**src/rtl/mtfe_pkg.sv**
```systemverilog
package mtfe_pkg;

    localparam int MAX_BINS = 4096;
    localparam int CNT_W    = $clog2(MAX_BINS);
    localparam int KW       = (CNT_W > 13) ? CNT_W : 13;

    localparam logic [7:0] REG_MIN_BIN   = 8'd0;
    localparam logic [7:0] REG_PEAK_BIN  = 8'd1;
    localparam logic [7:0] REG_MAX_BIN   = 8'd2;
    localparam logic [7:0] REG_BINS_USED = 8'd3;

    localparam logic [44:0] ENERGY_MAX = '1;
    localparam logic [16:0] WEIGHT_ONE = 17'h10000;

    typedef struct packed {
        logic [11:0] min_bin;
        logic [11:0] peak_bin;
        logic [11:0] max_bin;
        logic [12:0] bins_used;
    } t_cfg;

    typedef enum logic {
        ALU_TRIAL,
        ALU_MUL
    } t_alu_op;

    typedef enum logic [3:0] {
        S_IDLE,
        S_SQ_RE,
        S_SQ_IM,
        S_RAD,
        S_SQRT,
        S_DIV,
        S_MAC_MUL,
        S_MAC_ADD,
        S_DONE
    } t_state;

endpackage

```
**src/rtl/mtfe_cfg.sv**
```systemverilog
module mtfe_cfg import mtfe_pkg::*; (
    input  logic        i_clk,
    input  logic        i_rst_n,
    input  logic        i_cfg_valid,
    output logic        o_cfg_ready,
    input  logic [7:0]  i_cfg_index,
    input  logic [15:0] i_cfg_data,
    output t_cfg        o_cfg
);

    t_cfg r_cfg;

    assign o_cfg_ready = 1'b1;
    assign o_cfg       = r_cfg;

    always_ff @(posedge i_clk) begin
        if (!i_rst_n) begin
            r_cfg.min_bin   <= 12'd0;
            r_cfg.peak_bin  <= 12'd1;
            r_cfg.max_bin   <= 12'd2;
            r_cfg.bins_used <= 13'd4096;
        end else if (i_cfg_valid) begin
            unique case (i_cfg_index)
                REG_MIN_BIN:   r_cfg.min_bin   <= i_cfg_data[11:0];
                REG_PEAK_BIN:  r_cfg.peak_bin  <= i_cfg_data[11:0];
                REG_MAX_BIN:   r_cfg.max_bin   <= i_cfg_data[11:0];
                REG_BINS_USED: r_cfg.bins_used <= i_cfg_data[12:0];
                default: ;
            endcase
        end
    end

endmodule

```
**src/rtl/mtfe_alu.sv**
```systemverilog
module mtfe_alu import mtfe_pkg::*; (
    input  t_alu_op     i_op,
    input  logic [18:0] i_x,
    input  logic [18:0] i_y,
    output logic [32:0] o_res   // trial: {ge, diff}; mul: product
);

    logic [19:0] diff;

    assign diff = {1'b0, i_x} - {1'b0, i_y};

    always_comb begin
        unique case (i_op)
            ALU_MUL:   o_res = {17'b0, i_x[15:0]} * {16'b0, i_y[16:0]};
            ALU_TRIAL: o_res = {13'b0, ~diff[19], diff[18:0]};
            default:   o_res = '0;
        endcase
    end

endmodule

```
**src/rtl/mel_triangular_filter_energy.sv**
```systemverilog
// Triangular filterbank channel: weighted magnitude sum of one spectrum frame.
// Input stream s: one complex bin per transfer, tlast on the final bin of a frame.
// Output stream m: one energy word per frame, given after the bin with tlast.
// Config channel: register index and data, always ready; write only while idle.
// Bins outside the triangle or at/past bins_used are skipped and the sequencer
// stays idle; a skipped last bin goes straight to the output load. For a weighted
// bin the squares and the product go through the shared multiplier: squares first,
// then a 16-step square root and a 17-step weight division (left out when the bin
// sits on a peak equal to max) on the shared trial subtractor, then the product.
// After the frame's last bin, the output register is loaded in S_DONE.
// s_tready is high only while the sequencer is idle.
// If the receiver stalls, the result holds in the output register; the next
// frame may be processed meanwhile, and its last bin waits until the held
// result is taken.
// Reset clears the bin counter, accumulator and output valid and loads the
// register defaults min=0, peak=1, max=2, bins_used=4096.
module mel_triangular_filter_energy import mtfe_pkg::*; (
    input  logic        i_clk,
    input  logic        i_rst_n,
    input  logic        i_s_tvalid,
    output logic        o_s_tready,
    input  logic [31:0] i_s_tdata,   // real_part[15:0], imag_part[31:16]
    input  logic        i_s_tlast,
    output logic        o_m_tvalid,
    input  logic        i_m_tready,
    output logic [47:0] o_m_tdata,   // energy[44:0], zero[47:45]
    input  logic        i_cfg_valid,
    output logic        o_cfg_ready,
    input  logic [7:0]  i_cfg_index,
    input  logic [15:0] i_cfg_data
);

    t_cfg        cfg;
    t_state      r_state, n_state;
    t_alu_op     alu_op;
    logic [18:0] alu_x, alu_y;
    logic [32:0] alu_res;
    logic        alu_ge;

    logic [CNT_W-1:0] r_bin_cnt;
    logic [44:0]      r_acc;
    logic             r_out_valid;
    logic [44:0]      r_energy;

    logic [15:0] r_re, r_im, r_root;
    logic [11:0] r_num, r_den;
    logic [16:0] r_weight, r_rem;
    logic [31:0] r_rad;
    logic [32:0] r_prod;
    logic [4:0]  r_step;
    logic        r_one, r_last;

    logic             accept, out_free, rising, one, skip;
    logic [KW-1:0]    k_w, num_w;
    logic [15:0]      re_abs, im_abs;
    logic [45:0]      sum;
    logic [CNT_W-1:0] cnt_next;

    mtfe_cfg u_cfg (
        .i_clk       (i_clk),
        .i_rst_n     (i_rst_n),
        .i_cfg_valid (i_cfg_valid),
        .o_cfg_ready (o_cfg_ready),
        .i_cfg_index (i_cfg_index),
        .i_cfg_data  (i_cfg_data),
        .o_cfg       (cfg)
    );

    mtfe_alu u_alu (
        .i_op  (alu_op),
        .i_x   (alu_x),
        .i_y   (alu_y),
        .o_res (alu_res)
    );

    assign alu_ge = alu_res[19];

    assign accept   = i_s_tvalid && o_s_tready;
    assign out_free = !r_out_valid || i_m_tready;

    // window decode for the current bin index
    assign k_w    = KW'(r_bin_cnt);
    assign rising = k_w < KW'(cfg.peak_bin);
    assign num_w  = rising ? (k_w - KW'(cfg.min_bin)) : (KW'(cfg.max_bin) - k_w);
    assign one    = !rising && (cfg.max_bin == cfg.peak_bin);
    assign skip   = !((k_w < KW'(cfg.bins_used)) && (k_w >= KW'(cfg.min_bin))
                      && (k_w <= KW'(cfg.max_bin)));

    assign re_abs = i_s_tdata[15] ? (16'd0 - i_s_tdata[15:0]) : i_s_tdata[15:0];
    assign im_abs = i_s_tdata[31] ? (16'd0 - i_s_tdata[31:16]) : i_s_tdata[31:16];

    assign cnt_next = (r_bin_cnt == CNT_W'(MAX_BINS - 1)) ? '0 : r_bin_cnt + 1'b1;
    assign sum      = {1'b0, r_acc} + 46'(r_prod);

    always_comb begin
        n_state = r_state;
        unique case (r_state)
            S_IDLE:    if (accept) n_state = skip ? (i_s_tlast ? S_DONE : S_IDLE) : S_SQ_RE;
            S_SQ_RE:   n_state = S_SQ_IM;
            S_SQ_IM:   n_state = S_RAD;
            S_RAD:     n_state = S_SQRT;
            S_SQRT:    if (r_step == 5'd15) n_state = r_one ? S_MAC_MUL : S_DIV;
            S_DIV:     if (r_step == 5'd16) n_state = S_MAC_MUL;
            S_MAC_MUL: n_state = S_MAC_ADD;
            S_MAC_ADD: n_state = r_last ? S_DONE : S_IDLE;
            S_DONE:    if (out_free) n_state = S_IDLE;
            default:   n_state = S_IDLE;
        endcase
    end

    always_comb begin
        o_s_tready = (r_state == S_IDLE);
        alu_op     = ALU_TRIAL;
        alu_x      = '0;
        alu_y      = '0;
        unique case (r_state)
            S_SQ_RE: begin
                alu_op = ALU_MUL;
                alu_x  = {3'b0, r_re};
                alu_y  = {3'b0, r_re};
            end
            S_SQ_IM: begin
                alu_op = ALU_MUL;
                alu_x  = {3'b0, r_im};
                alu_y  = {3'b0, r_im};
            end
            S_SQRT: begin
                alu_x = {r_rem, r_rad[31:30]};
                alu_y = {1'b0, r_root, 2'b01};
            end
            S_DIV: begin
                alu_x = (r_step == 5'd0) ? {7'b0, r_num} : {6'b0, r_rem[11:0], 1'b0};
                alu_y = {7'b0, r_den};
            end
            S_MAC_MUL: begin
                alu_op = ALU_MUL;
                alu_x  = {3'b0, r_root};
                alu_y  = {2'b0, r_weight};
            end
            default: ;
        endcase
    end

    always_ff @(posedge i_clk) begin
        if (!i_rst_n) begin
            r_state     <= S_IDLE;
            r_bin_cnt   <= '0;
            r_acc       <= '0;
            r_out_valid <= 1'b0;
        end else begin
            r_state <= n_state;
            if (r_state == S_DONE && out_free) begin
                r_out_valid <= 1'b1;
                r_acc       <= '0;
            end else if (i_m_tready) begin
                r_out_valid <= 1'b0;
            end
            if (accept) begin
                r_bin_cnt <= i_s_tlast ? '0 : cnt_next;
            end
            if (r_state == S_MAC_ADD) begin
                r_acc <= sum[45] ? ENERGY_MAX : sum[44:0];
            end
        end
    end

    always_ff @(posedge i_clk) begin
        unique case (r_state)
            S_IDLE: begin
                if (accept) begin
                    r_re     <= re_abs;
                    r_im     <= im_abs;
                    r_num    <= num_w[11:0];
                    r_den    <= rising ? (cfg.peak_bin - cfg.min_bin)
                                       : (cfg.max_bin - cfg.peak_bin);
                    r_one    <= one;
                    r_weight <= one ? WEIGHT_ONE : '0;
                    r_last   <= i_s_tlast;
                    r_rem    <= '0;
                    r_root   <= '0;
                    r_step   <= '0;
                end
            end
            S_SQ_RE: r_rad  <= alu_res[31:0];
            S_SQ_IM: r_prod <= alu_res;
            S_RAD:   r_rad  <= r_rad + r_prod[31:0];
            S_SQRT: begin
                r_rem  <= alu_ge ? alu_res[16:0] : alu_x[16:0];
                r_root <= {r_root[14:0], alu_ge};
                r_rad  <= {r_rad[29:0], 2'b00};
                r_step <= (r_step == 5'd15) ? 5'd0 : r_step + 5'd1;
            end
            S_DIV: begin
                r_rem    <= {5'b0, alu_ge ? alu_res[11:0] : alu_x[11:0]};
                r_weight <= {r_weight[15:0], alu_ge};
                r_step   <= r_step + 5'd1;
            end
            S_MAC_MUL: r_prod <= alu_res;
            S_DONE: begin
                if (out_free) r_energy <= r_acc;
            end
            default: ;
        endcase
    end

    assign o_m_tvalid = r_out_valid;
    assign o_m_tdata  = {3'b0, r_energy};

`ifndef SYNTHESIS
    a_busy_after_accept: assert property (@(posedge i_clk) disable iff (!i_rst_n)
        accept && !skip |=> !o_s_tready)
        else $error("input taken while sequencer busy");

    a_done_holds: assert property (@(posedge i_clk) disable iff (!i_rst_n)
        (r_state == S_DONE) && r_out_valid && !i_m_tready |=> (r_state == S_DONE))
        else $error("result loaded over a pending output");

    a_div_rem: assert property (@(posedge i_clk) disable iff (!i_rst_n)
        (r_state == S_DIV) && (r_step != 5'd0) |-> (r_rem < {5'b0, r_den}))
        else $error("division remainder out of range");

    a_sqrt_steps: assert property (@(posedge i_clk) disable iff (!i_rst_n)
        (r_state == S_SQRT) |-> (r_step <= 5'd15))
        else $error("square root step count overrun");
`endif

endmodule

```
**config.mk**
```make
export PLATFORM = sky130hd
export DESIGN_NAME = mel_triangular_filter_energy
export DESIGN_NICKNAME = d
export VERILOG_FILES = /design/src/rtl/mtfe_pkg.sv /design/src/rtl/mtfe_cfg.sv /design/src/rtl/mtfe_alu.sv /design/src/rtl/mel_triangular_filter_energy.sv
export SDC_FILE = /design/constraint.sdc
export NUM_CORES = 2
export LEC_CHECK = 0
export BUFFER_PORTS_ARGS = -buffer_cell sky130_fd_sc_hd__buf_2
export CORE_ASPECT_RATIO = 1.1
export CORE_MARGIN = 2
export CORE_UTILIZATION = 40
export CTS_BUF_LIST = sky130_fd_sc_hd__clkbuf_8 sky130_fd_sc_hd__clkbuf_16
export CTS_CLUSTER_DIAMETER = 60
export DETAILED_ROUTE_END_ITERATION = 8
export PLACE_DENSITY = 0.69
export RECOVER_POWER = 100
export SLEW_MARGIN = 20
export SYNTH_ARGS = -nofsm -noshare
export SYNTH_HDL_FRONTEND = slang
export SYNTH_HIERARCHICAL = 1
export SYNTH_SLANG_ARGS = --single-unit
```
**constraint.sdc**
```tcl
create_clock -name i_clk -period 8.8 [get_ports i_clk]
set_input_delay 0.44 -clock i_clk [delete_from_list [all_inputs] [get_ports i_clk]]
set_output_delay 0.44 -clock i_clk [all_outputs]
set_load 0.05 [all_outputs]
```
==> reports/results.txt <==
In the final routed layout, each cell accounts on average for 17.79 um. The library cells used most frequently in the layout, excluding fill and tap cells, are 374 x nand2_1, 362 x inv_1, 279 x ha_1. After Yosys synthesis, XOR and XNOR cells account for 4.481% of the synthesized area. The analysis attributes to cell leakage a power of 14.47 nW. After global routing the overflow that remains totals 0. For the clock network fraction of total power, the log shows 18.6%. The run gives 323 as the number of max-slew violations in the final report. Of the total synthesized cell area, the portion taken by AND, OR, NAND and NOR gates is 15.65%. The final reports fail on capacitance limit, slew limit.

The tool flagged a number of max-cap violations equal to 7. The via count of the first global-routing pass came out at 23358. In this run, CTS created clock tree buffers numbering 36. The fraction of power spent switching nets is 43.83%, and the data arrival time of the critical path is 8.54 ns. Combinational logic is responsible for 54.2% of the overall power. The via total after detailed routing is 23502, and the internal power is 4.625 mW.

Biggest cell delay along the critical path: 0.59 ns. The number of vias per cell after detailed routing came out at 5.447. 113 I/O pins were placed. STA classifies the critical path endpoint as a flop. The kind of path behind the tightest hold check is in -> reg. The flip-flop cell with the highest count after synthesis was edfxtp_1. Setup repair after global routing left no endpoint under its margin. The kind of start point of the critical path was a flop. For this run, the number of Yosys warnings is 6. Setup violations remaining at the end of the flow were counted as 0.

For this design, the slowest cell found on the critical path is and3_1. Summed over all layers, the routed wires come to 76780 um. Sequential cells account for 27.2% of the total power.

The growth of design area from synthesis to finish was 9.382%; the fraction of layout cells with a size suffix above 1 was 6.358%. The count of placed standard cells including taps was 4241. Detailed placement ended at an HPWL of 60710 um. The final instance count without filler cells came out at 4315. The number of hold-slack violations in the final timing report is 0.

The synthesized design contains 223 enable-type register cells. The run finished, with violations left. The floorplan step defined a die boundary enclosing 77970 sq um.

TritonCTS built the clock tree. The number of buffers inserted to repair setup after CTS was 0. The worst path in the final design needs a cycle of 8.287 ns, including I/O delays and setup. Dividing total power by cell area gives a power density of 248.4 nW/um^2.

After clock tree synthesis, the clock-pin slew on the worst setup and hold paths is 0.06 ns. In this run the clock root is driven by a clkbuf_16. Most common cell after layout, fill and taps aside: nand2_1. Dividing the final minimum period by the clock period gives 94.17%.

The post-synthesis compound-gate area fraction is 15.03%, and the maximum net fanout on the critical path is 24. In this run, synthesis produced a sequential element count of 334. Number of antenna violations at the first check in global routing: 4. After routing, the total negative slack on setup checks comes to 0 ns.

The mean area per synthesized cell is 9.366 sq um, and the hold buffer count at CTS is 0. The area of the placeable core came out at 74750 sq um. The maximum clock frequency was 0.1207 GHz.

For the starting density of the core, the log shows 40.53%. Of the total synthesized cell area, the portion taken by full adders, half adders and majority gates is 25.73%. The run gives 3 as the number of buffers on the longest clock path. The switching component of the power was 3.608 mW. The pre-antenna-repair detailed-routing pass consisted of 8 iterations. The tree built by TritonCTS fans out to 334 sinks. On the final layout, the worst clock skew is 0.02671 ns. For this run, design rule violations remaining after detail routing come to 0. The first-pass GRT wire length came out at 122700 um. Global routing used 19.48% of the available tracks.

After synthesis, the share of flip-flops with an asynchronous set or reset is 0%. Count of input and output buffers: 105. The combinational family with the most area after synthesis was adder cells. The run gives -121.5% as the headroom to the max-slew limit. The number of different library cells used by synthesis comes to 93. The mux share of post-synthesis cell area is 3.382%, and the number of DRC violations after detailed-routing iteration 0 is 1394. Gates resized during post-CTS repair numbered 0. After synthesis the cells add up to 30300 sq um. Among the stages of the critical path, the cell type that occurs most often is fa_1. The final antenna-violating net count is 0, and the count of mapped cells out of synthesis is 3235.

The largest net degree at the start of global routing is 73, and the sequential share of the synthesized area is 29.44%. The worst setup path is of the reg -> reg kind. The height of the chip came out at 292.7 um.

At the worst endpoint, the required time is 9.05 ns. The total number of placement rows is 105. For flop-to-flop paths, the worst setup slack is 0.51 ns. Routability-driven placement finished with a final weighted congestion of 0.9103.

The later pin in the worst-skew pair is clocked with a latency of 0.54 ns. In this run the number of H-tree levels came out at 2. At the pin with the least slew margin, the transition time is 3.322 ns.

For the worst supply voltage drop on vdd, the log shows 0.1627 mV. The final layout contains 3878 nets. The die is 266.4 um wide.
[metrics by stage]
step	power, mW	area [sq um]	util (%)	hold WS, ns	worst slack, ns
after floorplan	5.382	30320	-	0.4326	0.3371
after global placement	6.610	32020	42.84	0.4472	0.5354
after detailed placement	6.677	32030	42.85	0.4530	0.4706
after CTS	8.228	33220	44.44	0.08328	0.4293
after global routing	8.868	33140	44.33	0.1293	0.05530
final	8.233	33140	44.34	0.1308	0.5127
[synthesized netlist by cell type, types with 22 or more instances]
master    count  area share, %
nand2_1     374            4.6
a21o_1       59            1.5
nand3_1      53           0.88
and2_1      158            3.3
ha_1        279             12
o21a_1       22           0.55
xnor2_1     102            2.9
edfxtp_1    223             22
dfxtp_1     111            7.3
inv_1       358            4.4
a211oi_1     38           0.94
nor3_1       30           0.50
mux2i_1      99            3.3
fa_1        215             14
a21oi_1     183            3.0
nor2b_1      30           0.62
clkbuf_1    115            1.4
nor2_1      162            2.0
o21ai_0     141            2.3
nand4_1      25           0.52
xor2_1       53            1.5
a22oi_1      60            1.5
nand2b_1     30           0.62
[power by group through the flow]
stage / clock [mW] / sequential [mW] / combinational (mW)
3_5_place_dp: 0 / 2.26 / 4.42
6_report: 1.53 / 2.24 / 4.46
4_1_cts: 1.56 / 2.23 / 4.44
2_1_floorplan: 0 / 2.19 / 3.19
3_3_place_gp: 0 / 2.26 / 4.35
5_1_grt: 1.62 / 2.26 / 4.98
[path summary, 6_finish.rpt]
| kind | startpoint | end | depth (start not counted) |
|---|---|---|---|
| setup reg to reg | r_state[0] | r_rem[15] | 29 |
| hold reg to reg | u_cfg/o_cfg[3] | u_cfg/o_cfg[3] | 2 |
| setup / recovery | r_state[0] | r_rem[15] | 29 |
| hold / removal | i_s_tlast | r_last | 1 |
[per-layer routing]
layer / global-route usage (%) / share of wire (%) / vias to the layer above
li1: - / - / 11393
met1: 24.86 / 43 / 11345
met2: 33.50 / 48 / 598
met3: 2.749 / 4.9 / 164
met4: 7.057 / 3.9 / 2
met5: 0 / 0.012 / -
[logic make-up after synthesis]
group                      count (synthesis)
AOI/OAI and AO/OA                        695
xor gates and xnor gates                 155
adders and majority gates                494
buffers and inverters                    491
DFF                                      334
muxes                                    102
other                                      2
and+or+nand+nor                          962
[registers in the layout, summed over array words and instances (netlist names), 4 cells and up]
register / flops
r_acc: 45
r_step: 5
r_num: 12
r_energy: 45
r_bin_cnt: 12
r_prod: 33
r_den: 12
r_state: 4
u_cfg/o_cfg: 49
r_im: 16
r_weight: 17
r_root: 16
r_rad: 32
r_re: 16
r_rem: 17
[cell type report]
cell class,instances,area [sq um]
antenna,2,5.005
tap,963,1205
fill,7188,41610
sequential,334,8919
clock inverter,27,234.0
timing repair buffer,179,973.4
inverter,358,1344
clock buffer,39,953.4
multi-input combinational,2413,19510
[worst max-delay path: cells and delay by family, from the launching register on]
family                     cells  cell delay [ns]
AOI/OAI and AO/OA              9             1.65
xor gates and xnor gates       1             0.19
adders and majority gates      7             2.87
buffers and inverters          8             1.47
DFF                            1             0.45
and+or+nand+nor                4             1.31
Note: power is estimated with default switching activity, not from simulation.
